==> config.mk <==
export PLATFORM = sky130hd
export DESIGN_NAME = ultrasonic_echo_range_and_speed_top_flat
export DESIGN_NICKNAME = d
export VERILOG_FILES = /design/src/uers_pkg.sv /design/src/uers_in_if.sv /design/src/uers_out_if.sv /design/src/uers_cfg_if.sv /design/src/ultrasonic_echo_range_and_speed_top.sv /design/src/flat_wrapper.sv
export SDC_FILE = /design/constraint.sdc
export NUM_CORES = 2
export LEC_CHECK = 0
export BUFFER_PORTS_ARGS = -buffer_cell sky130_fd_sc_hd__buf_2
export CAP_MARGIN = 20
export CELL_PAD_IN_SITES_DETAIL_PLACEMENT = 1
export CELL_PAD_IN_SITES_GLOBAL_PLACEMENT = 1
export CORE_ASPECT_RATIO = 0.5
export CORE_MARGIN = 5
export CORE_UTILIZATION = 50
export CTS_CLUSTER_DIAMETER = 50
export DETAILED_ROUTE_END_ITERATION = 10
export HOLD_SLACK_MARGIN = 0.1
export PLACE_DENSITY_LB_ADDON = 0.25
export SETUP_SLACK_MARGIN = 0.4
export SLEW_MARGIN = 20
export SYNTH_ARGS = -nofsm -noshare
export SYNTH_HDL_FRONTEND = slang
export SYNTH_SLANG_ARGS = --single-unit
==> constraint.sdc <==
create_clock -name clk -period 10.9 [get_ports clk]
set_input_delay 0.545 -clock clk [delete_from_list [all_inputs] [get_ports clk]]
set_output_delay 0.545 -clock clk [all_outputs]
set_load 0.01 [all_outputs]
==> src/uers_pkg.sv <==
`timescale 1ns / 1ps
// ----------------------------------------------------------------------------
// uers_pkg
// Shared widths, register indexes and constants of the echo ranging block.
// ----------------------------------------------------------------------------
package uers_pkg;

  // channel payload widths
  localparam int EDGE_TIME_W = 63;
  localparam int DIST_W      = 16;
  localparam int SPEED_W     = 27;
  localparam int CFG_IDX_W   = 8;
  localparam int CFG_DATA_W  = 32;

  // configuration register indexes
  localparam logic [CFG_IDX_W-1:0] REG_US_PER_CM       = 8'd0;
  localparam logic [CFG_IDX_W-1:0] REG_MIN_INTERVAL_NS = 8'd1;

  // register reset values
  localparam logic [7:0]  US_PER_CM_RST       = 8'd58;
  localparam logic [31:0] MIN_INTERVAL_NS_RST = 32'd1000000;

  // arithmetic constants
  localparam logic [9:0]  NS_PER_US  = 10'd1000;
  localparam logic [3:0]  MM_PER_CM  = 4'd10;
  localparam logic [29:0] NS_PER_S   = 30'd1000000000;
  localparam logic [15:0] DIST_MAX   = 16'd65535;
  localparam logic [12:0] CM_SAT     = 13'd6553;
  localparam logic [25:0] SPEED_MAX  = 26'd65535000;

  // scale divisor (us_per_cm * 1000) and speed product (mm * 1e9) widths
  localparam int SCALE_W = 18;
  localparam int PROD_W  = 46;

endpackage

==> src/uers_in_if.sv <==
`timescale 1ns / 1ps
// ----------------------------------------------------------------------------
// uers_in_if
// Echo edge channel: level after the edge and its nanosecond timestamp.
// ----------------------------------------------------------------------------
interface uers_in_if;
  import uers_pkg::*;

  logic                   valid;
  logic                   ready;
  logic                   echo_level;
  logic [EDGE_TIME_W-1:0] edge_time_ns;

  modport source (output valid, output echo_level, output edge_time_ns, input ready);
  modport sink   (input valid, input echo_level, input edge_time_ns, output ready);
endinterface

==> src/uers_out_if.sv <==
`timescale 1ns / 1ps
// ----------------------------------------------------------------------------
// uers_out_if
// Measurement channel: distance, speed and speed update flag.
// ----------------------------------------------------------------------------
interface uers_out_if;
  import uers_pkg::*;

  logic                      valid;
  logic                      ready;
  logic [DIST_W-1:0]         range_mm;
  logic signed [SPEED_W-1:0] velocity_mm_s;
  logic                      speed_updated;

  modport source (output valid, output range_mm, output velocity_mm_s,
                  output speed_updated, input ready);
  modport sink   (input valid, input range_mm, input velocity_mm_s,
                  input speed_updated, output ready);
endinterface

==> src/uers_cfg_if.sv <==
`timescale 1ns / 1ps
// ----------------------------------------------------------------------------
// uers_cfg_if
// Configuration write channel: register index and write data.
// ----------------------------------------------------------------------------
interface uers_cfg_if;
  import uers_pkg::*;

  logic                  valid;
  logic                  ready;
  logic [CFG_IDX_W-1:0]  reg_index;
  logic [CFG_DATA_W-1:0] wdata;

  modport source (output valid, output reg_index, output wdata, input ready);
  modport sink   (input valid, input reg_index, input wdata, output ready);
endinterface

==> src/ultrasonic_echo_range_and_speed_top.sv <==
`timescale 1ns / 1ps
// A rising edge only stores its time. A falling edge is dropped if reversed or under one
// microsecond; else the distance is divided out (no division at zero scale), then the speed
// is divided out only when it is recomputed.
// Both divisions share one restoring divider, one quotient bit a cycle. A finished
// item waits in the output register; input stalls whenever the sequencer is not idle.
// Reset (rst_n low, synchronous) restores register defaults and clears the ranging state.
// ----------------------------------------------------------------------------
// ultrasonic_echo_range_and_speed_top
// Echo pulse ranging: distance from pulse width, speed from distance change.
// ----------------------------------------------------------------------------
module ultrasonic_echo_range_and_speed_top #(
  parameter int TIME_BITS = 63
) (
  input  logic         clk,
  input  logic         rst_n,
  uers_in_if.sink      in_ch,
  uers_out_if.source   out_ch,
  uers_cfg_if.sink     cfg_ch
);
  import uers_pkg::*;

  localparam int TB     = TIME_BITS;
  localparam int DW     = (TB > PROD_W) ? TB : PROD_W;
  localparam int CNT_W  = $clog2(DW + 1);

  typedef enum logic [6:0] {
    ST_IDLE  = 7'b0000001,
    ST_CHK   = 7'b0000010,
    ST_DIV_D = 7'b0000100,
    ST_DSAT  = 7'b0001000,
    ST_MUL   = 7'b0010000,
    ST_DIV_S = 7'b0100000,
    ST_FIN   = 7'b1000000
  } state_t;

  state_t state_r, state_nxt;

  // configuration registers
  logic [7:0]  us_per_cm_r;
  logic [31:0] min_interval_r;

  // architectural state
  logic [TB-1:0]             rise_r;
  logic [DIST_W-1:0]         last_dist_r;
  logic [TB-1:0]             last_time_r;
  logic                      have_prev_r;
  logic signed [SPEED_W-1:0] held_r;

  // per-item work registers
  logic [TB-1:0]     t_r;
  logic [TB-1:0]     diff_r;
  logic              rev_r;
  logic [TB-1:0]     dt_r;
  logic              gt_r;
  logic              zk_r;
  logic [DIST_W-1:0] dist_r;
  logic              upd_r;
  logic              neg_r;

  // shared divider
  logic [TB-1:0]    rem_r;
  logic [DW-1:0]    quo_r;
  logic [TB-1:0]    div_r;
  logic [CNT_W-1:0] cnt_r;

  // output register
  logic                      out_valid_r;
  logic [DIST_W-1:0]         out_dist_r;
  logic signed [SPEED_W-1:0] out_speed_r;
  logic                      out_upd_r;

  logic              in_fire;
  logic              out_free;
  logic [TB-1:0]     in_t;
  logic [TB:0]       trial;
  logic [TB:0]       trial_sub;
  logic              trial_ge;
  logic [TB-1:0]     rem_step;
  logic [DW-1:0]     quo_step;
  logic              div_last;
  logic [SCALE_W-1:0] scale;
  logic [DW-1:0]     cm_q;
  logic [DIST_W-1:0] dist_calc;
  logic [DIST_W-1:0] mag;
  logic [PROD_W-1:0] prod;
  logic [PROD_W-1:0] spd_q;
  logic [25:0]       spd_mag;
  logic signed [SPEED_W-1:0] spd_nxt;

  assign in_ch.ready  = (state_r == ST_IDLE);
  assign in_fire      = in_ch.valid && in_ch.ready;
  assign in_t         = in_ch.edge_time_ns[TB-1:0];
  assign cfg_ch.ready = 1'b1;
  assign out_free     = !out_valid_r || out_ch.ready;

  assign out_ch.valid         = out_valid_r;
  assign out_ch.range_mm      = out_dist_r;
  assign out_ch.velocity_mm_s = out_speed_r;
  assign out_ch.speed_updated = out_upd_r;

  // one restoring divide step
  assign trial     = {rem_r, quo_r[DW-1]};
  assign trial_sub = trial - {1'b0, div_r};
  assign trial_ge  = (trial >= {1'b0, div_r});
  assign rem_step  = trial_ge ? trial_sub[TB-1:0] : trial[TB-1:0];
  assign quo_step  = {quo_r[DW-2:0], trial_ge};
  assign div_last  = (cnt_r == CNT_W'(1));

  // echo time per centimetre in ns
  assign scale = SCALE_W'(us_per_cm_r) * SCALE_W'(NS_PER_US);

  // distance from centimetre quotient, saturated
  always_comb begin
    cm_q = quo_r;
    if (zk_r || (cm_q > DW'(CM_SAT))) begin
      dist_calc = DIST_MAX;
    end else begin
      dist_calc = DIST_W'(DIST_W'(cm_q[12:0]) * DIST_W'(MM_PER_CM));
    end
  end

  // distance change magnitude and its product with ns per second
  assign mag  = (dist_r < last_dist_r) ? (last_dist_r - dist_r) : (dist_r - last_dist_r);
  assign prod = PROD_W'(mag) * PROD_W'(NS_PER_S);

  // speed from quotient, saturated and signed; hold otherwise
  always_comb begin
    spd_q   = quo_r[PROD_W-1:0];
    spd_mag = (spd_q > PROD_W'(SPEED_MAX)) ? SPEED_MAX : spd_q[25:0];
    if (upd_r) begin
      spd_nxt = neg_r ? -$signed({1'b0, spd_mag}) : $signed({1'b0, spd_mag});
    end else begin
      spd_nxt = held_r;
    end
  end

  // sequencer
  always_comb begin
    state_nxt = state_r;
    case (state_r)
      ST_IDLE: begin
        if (in_fire && !in_ch.echo_level) state_nxt = ST_CHK;
      end
      ST_CHK: begin
        if (rev_r || (diff_r < TB'(NS_PER_US))) state_nxt = ST_IDLE;
        else if (us_per_cm_r == 8'd0)          state_nxt = ST_DSAT;
        else                                    state_nxt = ST_DIV_D;
      end
      ST_DIV_D: begin
        if (div_last) state_nxt = ST_DSAT;
      end
      ST_DSAT:  state_nxt = ST_MUL;
      ST_MUL: begin
        state_nxt = upd_r ? ST_DIV_S : ST_FIN;
      end
      ST_DIV_S: begin
        if (div_last) state_nxt = ST_FIN;
      end
      ST_FIN: begin
        if (out_free) state_nxt = ST_IDLE;
      end
      default: state_nxt = ST_IDLE;
    endcase
  end

  // control state and configuration
  always_ff @(posedge clk) begin
    if (!rst_n) begin
      state_r        <= ST_IDLE;
      us_per_cm_r    <= US_PER_CM_RST;
      min_interval_r <= MIN_INTERVAL_NS_RST;
      rise_r         <= '0;
      last_dist_r    <= '0;
      last_time_r    <= '0;
      have_prev_r    <= 1'b0;
      held_r         <= '0;
      out_valid_r    <= 1'b0;
    end else begin
      state_r <= state_nxt;

      // register writes
      if (cfg_ch.valid && cfg_ch.ready) begin
        case (cfg_ch.reg_index)
          REG_US_PER_CM:       us_per_cm_r    <= cfg_ch.wdata[7:0];
          REG_MIN_INTERVAL_NS: min_interval_r <= cfg_ch.wdata;
          default: ;
        endcase
      end

      // store rise time
      if (in_fire && in_ch.echo_level) rise_r <= in_t;

      // commit measurement and load output; drop output once taken
      if ((state_r == ST_FIN) && out_free) begin
        held_r      <= spd_nxt;
        last_dist_r <= dist_r;
        last_time_r <= t_r;
        have_prev_r <= 1'b1;
        out_valid_r <= 1'b1;
      end else if (out_valid_r && out_ch.ready) begin
        out_valid_r <= 1'b0;
      end
    end
  end

  // datapath
  always_ff @(posedge clk) begin
    case (state_r)
      ST_IDLE: begin
        t_r    <= in_t;
        diff_r <= in_t - rise_r;
        rev_r  <= (in_t < rise_r);
      end
      ST_CHK: begin
        dt_r  <= t_r - last_time_r;
        gt_r  <= (t_r > last_time_r);
        zk_r  <= (us_per_cm_r == 8'd0);
        rem_r <= '0;
        quo_r <= DW'(diff_r);
        div_r <= TB'(scale);
        cnt_r <= CNT_W'(DW);
      end
      ST_DIV_D, ST_DIV_S: begin
        rem_r <= rem_step;
        quo_r <= quo_step;
        cnt_r <= cnt_r - CNT_W'(1);
      end
      ST_DSAT: begin
        dist_r <= dist_calc;
        upd_r  <= have_prev_r && gt_r && (dt_r >= TB'(min_interval_r));
      end
      ST_MUL: begin
        neg_r <= (dist_r < last_dist_r);
        rem_r <= '0;
        quo_r <= DW'(prod) << (DW - PROD_W);
        div_r <= dt_r;
        cnt_r <= CNT_W'(PROD_W);
      end
      ST_FIN: begin
        if (out_free) begin
          out_dist_r  <= dist_r;
          out_speed_r <= spd_nxt;
          out_upd_r   <= upd_r;
        end
      end
      default: ;
    endcase
  end

  // partial remainder stays below the divisor while dividing
  a_rem_below_div: assert property (@(posedge clk) disable iff (!rst_n)
    ((state_r == ST_DIV_D) || (state_r == ST_DIV_S)) |-> (rem_r < div_r))
    else $error("divider remainder not below divisor");

  // a waiting result always matches the held speed
  a_out_matches_held: assert property (@(posedge clk) disable iff (!rst_n)
    out_valid_r |-> (out_speed_r == held_r))
    else $error("output speed differs from held speed");

  // reported speed stays within saturation limits
  a_speed_range: assert property (@(posedge clk) disable iff (!rst_n)
    out_valid_r |-> ((out_speed_r <= $signed({1'b0, SPEED_MAX}))
                     && (out_speed_r >= -$signed({1'b0, SPEED_MAX}))))
    else $error("speed outside saturation range");

  // a recomputed speed needs an earlier measurement
  a_upd_needs_prev: assert property (@(posedge clk) disable iff (!rst_n)
    ((state_r == ST_DIV_S) |-> have_prev_r))
    else $error("speed division without previous measurement");

endmodule

==> src/flat_wrapper.sv <==
// flat-port wrapper written by rule: the top's interface ports become plain ports
module ultrasonic_echo_range_and_speed_top_flat import uers_pkg::*;
#(
  parameter int TIME_BITS = 63
)
  (clk, rst_n, in_ch_valid, in_ch_echo_level, in_ch_edge_time_ns, in_ch_ready, out_ch_valid, out_ch_range_mm, out_ch_velocity_mm_s, out_ch_speed_updated, out_ch_ready, cfg_ch_valid, cfg_ch_reg_index, cfg_ch_wdata, cfg_ch_ready);
  uers_in_if in_ch_i ();
  uers_out_if out_ch_i ();
  uers_cfg_if cfg_ch_i ();
  input  logic clk;
  input  logic rst_n;
  input wire logic [$bits(in_ch_i.valid)-1:0] in_ch_valid;
  input wire logic [$bits(in_ch_i.echo_level)-1:0] in_ch_echo_level;
  input wire logic [$bits(in_ch_i.edge_time_ns)-1:0] in_ch_edge_time_ns;
  output wire logic [$bits(in_ch_i.ready)-1:0] in_ch_ready;
  output wire logic [$bits(out_ch_i.valid)-1:0] out_ch_valid;
  output wire logic [$bits(out_ch_i.range_mm)-1:0] out_ch_range_mm;
  output wire logic [$bits(out_ch_i.velocity_mm_s)-1:0] out_ch_velocity_mm_s;
  output wire logic [$bits(out_ch_i.speed_updated)-1:0] out_ch_speed_updated;
  input wire logic [$bits(out_ch_i.ready)-1:0] out_ch_ready;
  input wire logic [$bits(cfg_ch_i.valid)-1:0] cfg_ch_valid;
  input wire logic [$bits(cfg_ch_i.reg_index)-1:0] cfg_ch_reg_index;
  input wire logic [$bits(cfg_ch_i.wdata)-1:0] cfg_ch_wdata;
  output wire logic [$bits(cfg_ch_i.ready)-1:0] cfg_ch_ready;
  assign in_ch_i.valid = in_ch_valid;
  assign in_ch_i.echo_level = in_ch_echo_level;
  assign in_ch_i.edge_time_ns = in_ch_edge_time_ns;
  assign in_ch_ready = in_ch_i.ready;
  assign out_ch_valid = out_ch_i.valid;
  assign out_ch_range_mm = out_ch_i.range_mm;
  assign out_ch_velocity_mm_s = out_ch_i.velocity_mm_s;
  assign out_ch_speed_updated = out_ch_i.speed_updated;
  assign out_ch_i.ready = out_ch_ready;
  assign cfg_ch_i.valid = cfg_ch_valid;
  assign cfg_ch_i.reg_index = cfg_ch_reg_index;
  assign cfg_ch_i.wdata = cfg_ch_wdata;
  assign cfg_ch_ready = cfg_ch_i.ready;
  ultrasonic_echo_range_and_speed_top #(.TIME_BITS(TIME_BITS)) u_core (.clk(clk), .rst_n(rst_n), .in_ch(in_ch_i), .out_ch(out_ch_i), .cfg_ch(cfg_ch_i));
endmodule
---- Yosys cells after proc, flatten, opt, wreduce, memory -nomap -nowiden ----
Cells that the tools add are included.
word-level totals
  register bits ........................... 667
  input bits .............................. 109
  word-level logic and storage cells ...... 101
cells by class
  $add $sub $neg .......................... 7
  multiply operators ...................... 3
  $lt $le $gt $ge ......................... 8
  equality and inequality tests ........... 13
  muxes and demuxes ....................... 20
  reduce and logical (&&, ||, !) cells .... 24
operators with widths
  operator                  number
  $pmux W63 S2              2
  $pmux W63 S3              1
  $sub A63 B63 Y63          3
  $ge A64 B63 Y1            1
  $ge A63 B32 Y1            1
  $gt A63 B13 Y1 const B    1
  $gt A63 B63 Y1            1
  $lt A63 B10 Y1 const B    1
  $lt A63 B63 Y1            1
  $mux W63                  1
  $mux W27                  2
  $pmux W7 S7               1
  $gt A46 B26 Y1 const B    1
  $mux W7                   6
  $mul A16 B21 Y37 const B  1
  $sub A16 B16 Y16          2
  $neg A26 Y27              1
  $mux W26                  1
  $pmux W6 S3               1
  $logic_not A8 Y1          2
  $lt A16 B16 Y1            1
  $mux W16                  1
  $mul A13 B3 Y15 const B   1
  $mul A8 B7 Y15 const B    1
  other kinds (22)          40

---- Depth between registers and ports, before layout ----
  depth in word-level cells ............... 5
  gate-level depth with buffers ........... 40

---- Least setup slack after synthesis ----
OpenSTA, ideal clock, no wires.
  path type ............................... reg2reg
  start point ............................. reg u_core.dist_r[0]
  end point ............................... reg u_core.quo_r[60] (netlist: u_core.cm_q[60]), data pin
  setup time .............................. 267 ps
  arrival time ............................ 9288 ps
  data required time ...................... 10633 ps
  setup slack ............................. 1344 ps
  stages on the path, launching flop included .. 39
  buffers on the path ..................... 2
  clock period less this slack ............ 9556 ps
  path through ............................ edfxtp_1 > inv_1 > ha_1 > inv_1 > fa_1 > a21o_1 > a21oi_1 > o21ai_0 > a221oi_1 > o21ai_0 > o21a_1 > nor2_1 > clkbuf_1 > buf_2 > nand2_1 > o21ai_0 > a21oi_1 > xnor2_1 > (+3 left out) > fa_1 > inv_1 > fa_1 > fa_1 > inv_1 > fa_1 > inv_1 > ha_1 > a21o_1 > a21o_1 > a221oi_1 > nor3b_1 > a211oi_1 > o31a_1 > o21ai_0 > or3b_2 > o21ai_0 > o21ai_0
on the way
  word-level cells in the longest chain between the ends .. 4
  elaborated cells on any way between the ends .. 6
RTL lines
  what                                                line                                        source
  start: declaration                                  ultrasonic_echo_range_and_speed_top.sv:57   logic [DIST_W-1:0] dist_r;
  start signal: assignment                            ultrasonic_echo_range_and_speed_top.sv:230  dist_r <= dist_calc;
  $sub A16 B16 Y16 or $lt A16 B16 Y1 (tied branches)  ultrasonic_echo_range_and_speed_top.sv:124  assign mag = (dist_r < last_dist_r) ? (last_dist_r - dist_r) : (dist_r - last_dist_r);
  $mux W16 (*)                                        ultrasonic_echo_range_and_speed_top.sv:124
  $mul A16 B21 Y37 (*)                                ultrasonic_echo_range_and_speed_top.sv:125  assign prod = PROD_W'(mag) * PROD_W'(NS_PER_S);
  $pmux W63 S3 (*)                                    ultrasonic_echo_range_and_speed_top.sv:209  case (state_r)
  end signal: assignment                              ultrasonic_echo_range_and_speed_top.sv:220  quo_r <= DW'(diff_r);
  end signal: assignment                              ultrasonic_echo_range_and_speed_top.sv:226  quo_r <= quo_step;
  end signal: assignment                              ultrasonic_echo_range_and_speed_top.sv:236  quo_r <= DW'(prod) << (DW - PROD_W);
  end: declaration                                    ultrasonic_echo_range_and_speed_top.sv:63   logic [DW-1:0] quo_r;
Every way passes the cells marked *; elsewhere a longest branch is shown, timed or not.
A chain may end at the register's enable or synchronous reset.

---- Worst setup path in the final report ----
Same ends and word-level chain as after synthesis.

==> run metrics <==
post-synthesis sequential area ratio 37.6%; Worst Path Max Fanout 11; Pwr per Cell Area 155 nW/µm²; drt total wl 142 mm; crit path kind flop to flop; CP required 11.26 ns; Top Metal Used met5; Crit. End Element flop; layout cell share with drive strength beyond 1 7.21%; io pins 156; initial antenna violation count 14; Port Buffer Count 154; syn_area_per_cell 9.39 µm²; routability cong. 0.918; antenna-violating nets left 0; core box area 93600 µm²; CTS Buf Count 69; starting density of the core 50.7%; Yosys Warn Count 0; GRT Total Usage 27.4%; RSZ-0062 raised after global routing false; Fin Setup TNS 0 ns; Clock Path Buffers 3; status completed; clock skew 0.0450 ns; routed len/inst 21.9 µm; largest net degree at the start of global routing 165; met2 routed wirelength 66.0 mm; first-pass GRT wire length 224 mm; Peak VDD IR 0.109 mV; Layout Area Growth over Synthesis 9.88%; die area 102000 µm²; Critical Path Source Type flop; fraction of registers with async set/reset 0%; clk_lat worst skew 0.67 ns; Final Hold Viols 0; Worst-path clk slew 0.06 ns; cell count after synthesis 5057; Die Ht 228 µm; leakage 21.3 nW; f_max 102 MHz; Slew Viols, Final 0; vias in the first global route 39700; DR iter-0 viols 2505; EDFF count, synth 449; CTS tree done; min cycle time layout 9.84 ns; H-tree Lvls 3; vias per cell 5.81; Worst Hold Margin 0.145 ns; Cell Rows 79; Post-Route M1 WL 64.5 mm; Tcrit/Tclk final 90.3%; Syn Nets 5790; Mapped Area 47500 µm²; Netlist cell types 96; Rel. slew slack 28.1%; routed vias 37700; nets@finish 5891; DRC violations left 0; # setup viols final 0; Worst EP arrival 10.19 ns; Hold WC Path Type input port to flop; max cap viols 0; DRT Pass-1 Iters 5; root buffer cell clkbuf_16; met3 wire length 6.82 mm; Die Wd 446 µm; Least-Margin Pin Slew 1.08 ns; clk sinks 667; ys flop type edfxtp_1; CP max stage cell fa_1; global route total overflow 0; DPL Wire Length 108 mm; worst stage delay on the critical path 0.55 ns; Seq cells post-synth 667
-- metrics by stage --
step	setup WS (ns)	total power, mW	instance area [µm²]	utilization [%]	cells
after global placement	0.932	5.46	49300	52.7	6299
after detailed placement	0.523	5.54	49300	52.7	6299
after floorplan	1.34	4.89	47500	-	5057
after CTS	0.463	8.10	52000	55.6	6465
after global routing	0.503	8.49	52200	55.7	6479
final	1.06	8.09	52200	55.7	6479
-- synth_stat cells (52+ instances only) --
library cell	count	area (µm²)
clkbuf_1	177	664
nand4_1	69	432
fa_1	160	3200
nor2b_1	52	325
a21o_1	153	1150
nor2_1	274	1030
mux2i_1	56	561
nand2_1	653	2450
and2_1	63	394
o21ai_0	217	1090
inv_1	586	2200
ha_1	464	5810
edfxtp_1	449	13500
a21boi_0	192	1440
xor2_1	99	867
dfxtp_1	218	4360
a21oi_1	337	1690
nor3_1	52	260
xnor2_1	145	1270
-- critical path, delay by kind of cell, from the launching register on --
| family | cells | cell delay, ns |
|---|---|---|
| adders and majority gates | 9 | 3.91 |
| AOI/OAI and AO/OA | 16 | 3.16 |
| and+or+nand+nor | 3 | 0.86 |
| buffers and inverters | 8 | 0.80 |
| DFF | 1 | 0.43 |
| muxes | 1 | 0.24 |
| xor gates and xnor gates | 1 | 0.11 |
-- registers in the layout, summed over array words and instances, names as in the netlist, 27 cells and up --
name,cells
u_core.out_ch.velocity_mm_s,27
u_core.rem_r,63
u_core.dt_r,63
u_core.held_r,27
u_core.rise_r,63
u_core.diff_r,63
u_core.min_interval_r,32
u_core.div_r,63
u_core.cm_q,63
u_core.t_r,63
u_core.last_time_r,63
-- per-layer routing --
metal	up-vias	global-route usage, %
met5	-	0
met4	6	8.11
met3	214	4.10
met2	846	45.1
met1	18800	37.6
li1	17800	-
-- kinds of logic (layout without fill, tap and decap cells) --
group / after synthesis / count (layout) / share of synthesized area, %
xor+xnor: 244 / 244 / 4.50
flops: 667 / 667 / 37.6
other cells: 1 / 10 / 0.00790
compound gates: 1280 / 1280 / 17.7
simple gates: 1388 / 1388 / 13.4
buf+inv: 783 / 941 / 6.32
fa+ha+maj: 624 / 624 / 19.0
mux: 70 / 70 / 1.52
-- path summary, 6_finish.rpt --
kind | slack (ns) | to | from | cells after the start
max | 1.06 | u_core.cm_q[60]$_DFFE_PP_ | u_core.dist_r[0]$_DFFE_PP_ | 38
max reg2reg | 1.06 | u_core.cm_q[60]$_DFFE_PP_ | u_core.dist_r[0]$_DFFE_PP_ | 38
min reg2reg | 0.47 | u_core.last_dist_r[15]$_SDFFE_PN0P_ | u_core.last_dist_r[15]$_SDFFE_PN0P_ | 2
min | 0.15 | u_core.t_r[56]$_DFFE_PP_ | in_ch_edge_time_ns[56] | 1
-- cell type report --
class | instances | area (µm²)
diodes | 9 | 22.5
clock inverters | 40 | 472
inverters | 587 | 2210
multi-input cells | 3607 | 26800
flip-flops and latches | 667 | 17800
fillers | 10500 | 41400
repair buffers | 226 | 1410
clock buffers | 88 | 1880
well taps | 1255 | 1570
-- placed cells by master, fill, tap and decap left out, drive strengths merged, types with 14 or more instances in the layout --
cell and instances:
a21o 154, nand2 655, buf 188, xnor2 145, a21boi 194, mux2i 56, a22oi 37, inv 600
mux2 14, nor2b 52, fa 160, nor4 49, a31oi 27, nand3 43, ha 464, edfxtp 449
or3 33, o21ai 220, and2 63, o31ai 20, dlygate4sd3 38, xor2 99, clkbuf 88, nor3 52
o21bai 48, a22o 27, o211ai 26, nor2 275, a211oi 35, nand2b 37, nand4 69, clkinv 19
a21oi 337, o21a 38, dfxtp 218
-- where the power goes --
part / internal [mW] / total (mW) / switching, mW
Sequential: 3.19 / 3.43 / 0.243
Clock: 1.40 / 2.51 / 1.11
Combinational: 0.801 / 2.15 / 1.35
Total: 5.39 / 8.09 / 2.70
-- what timing repair did --
action                                  4_1_cts  5_1_grt
hold buffers                                 38        0
setup buffers                                 0        4
endpoints found under the hold margin        38        0
endpoints found under the setup margin        0        5
gates resized for setup                       0       14
Note: power is estimated with default switching activity, not from simulation.
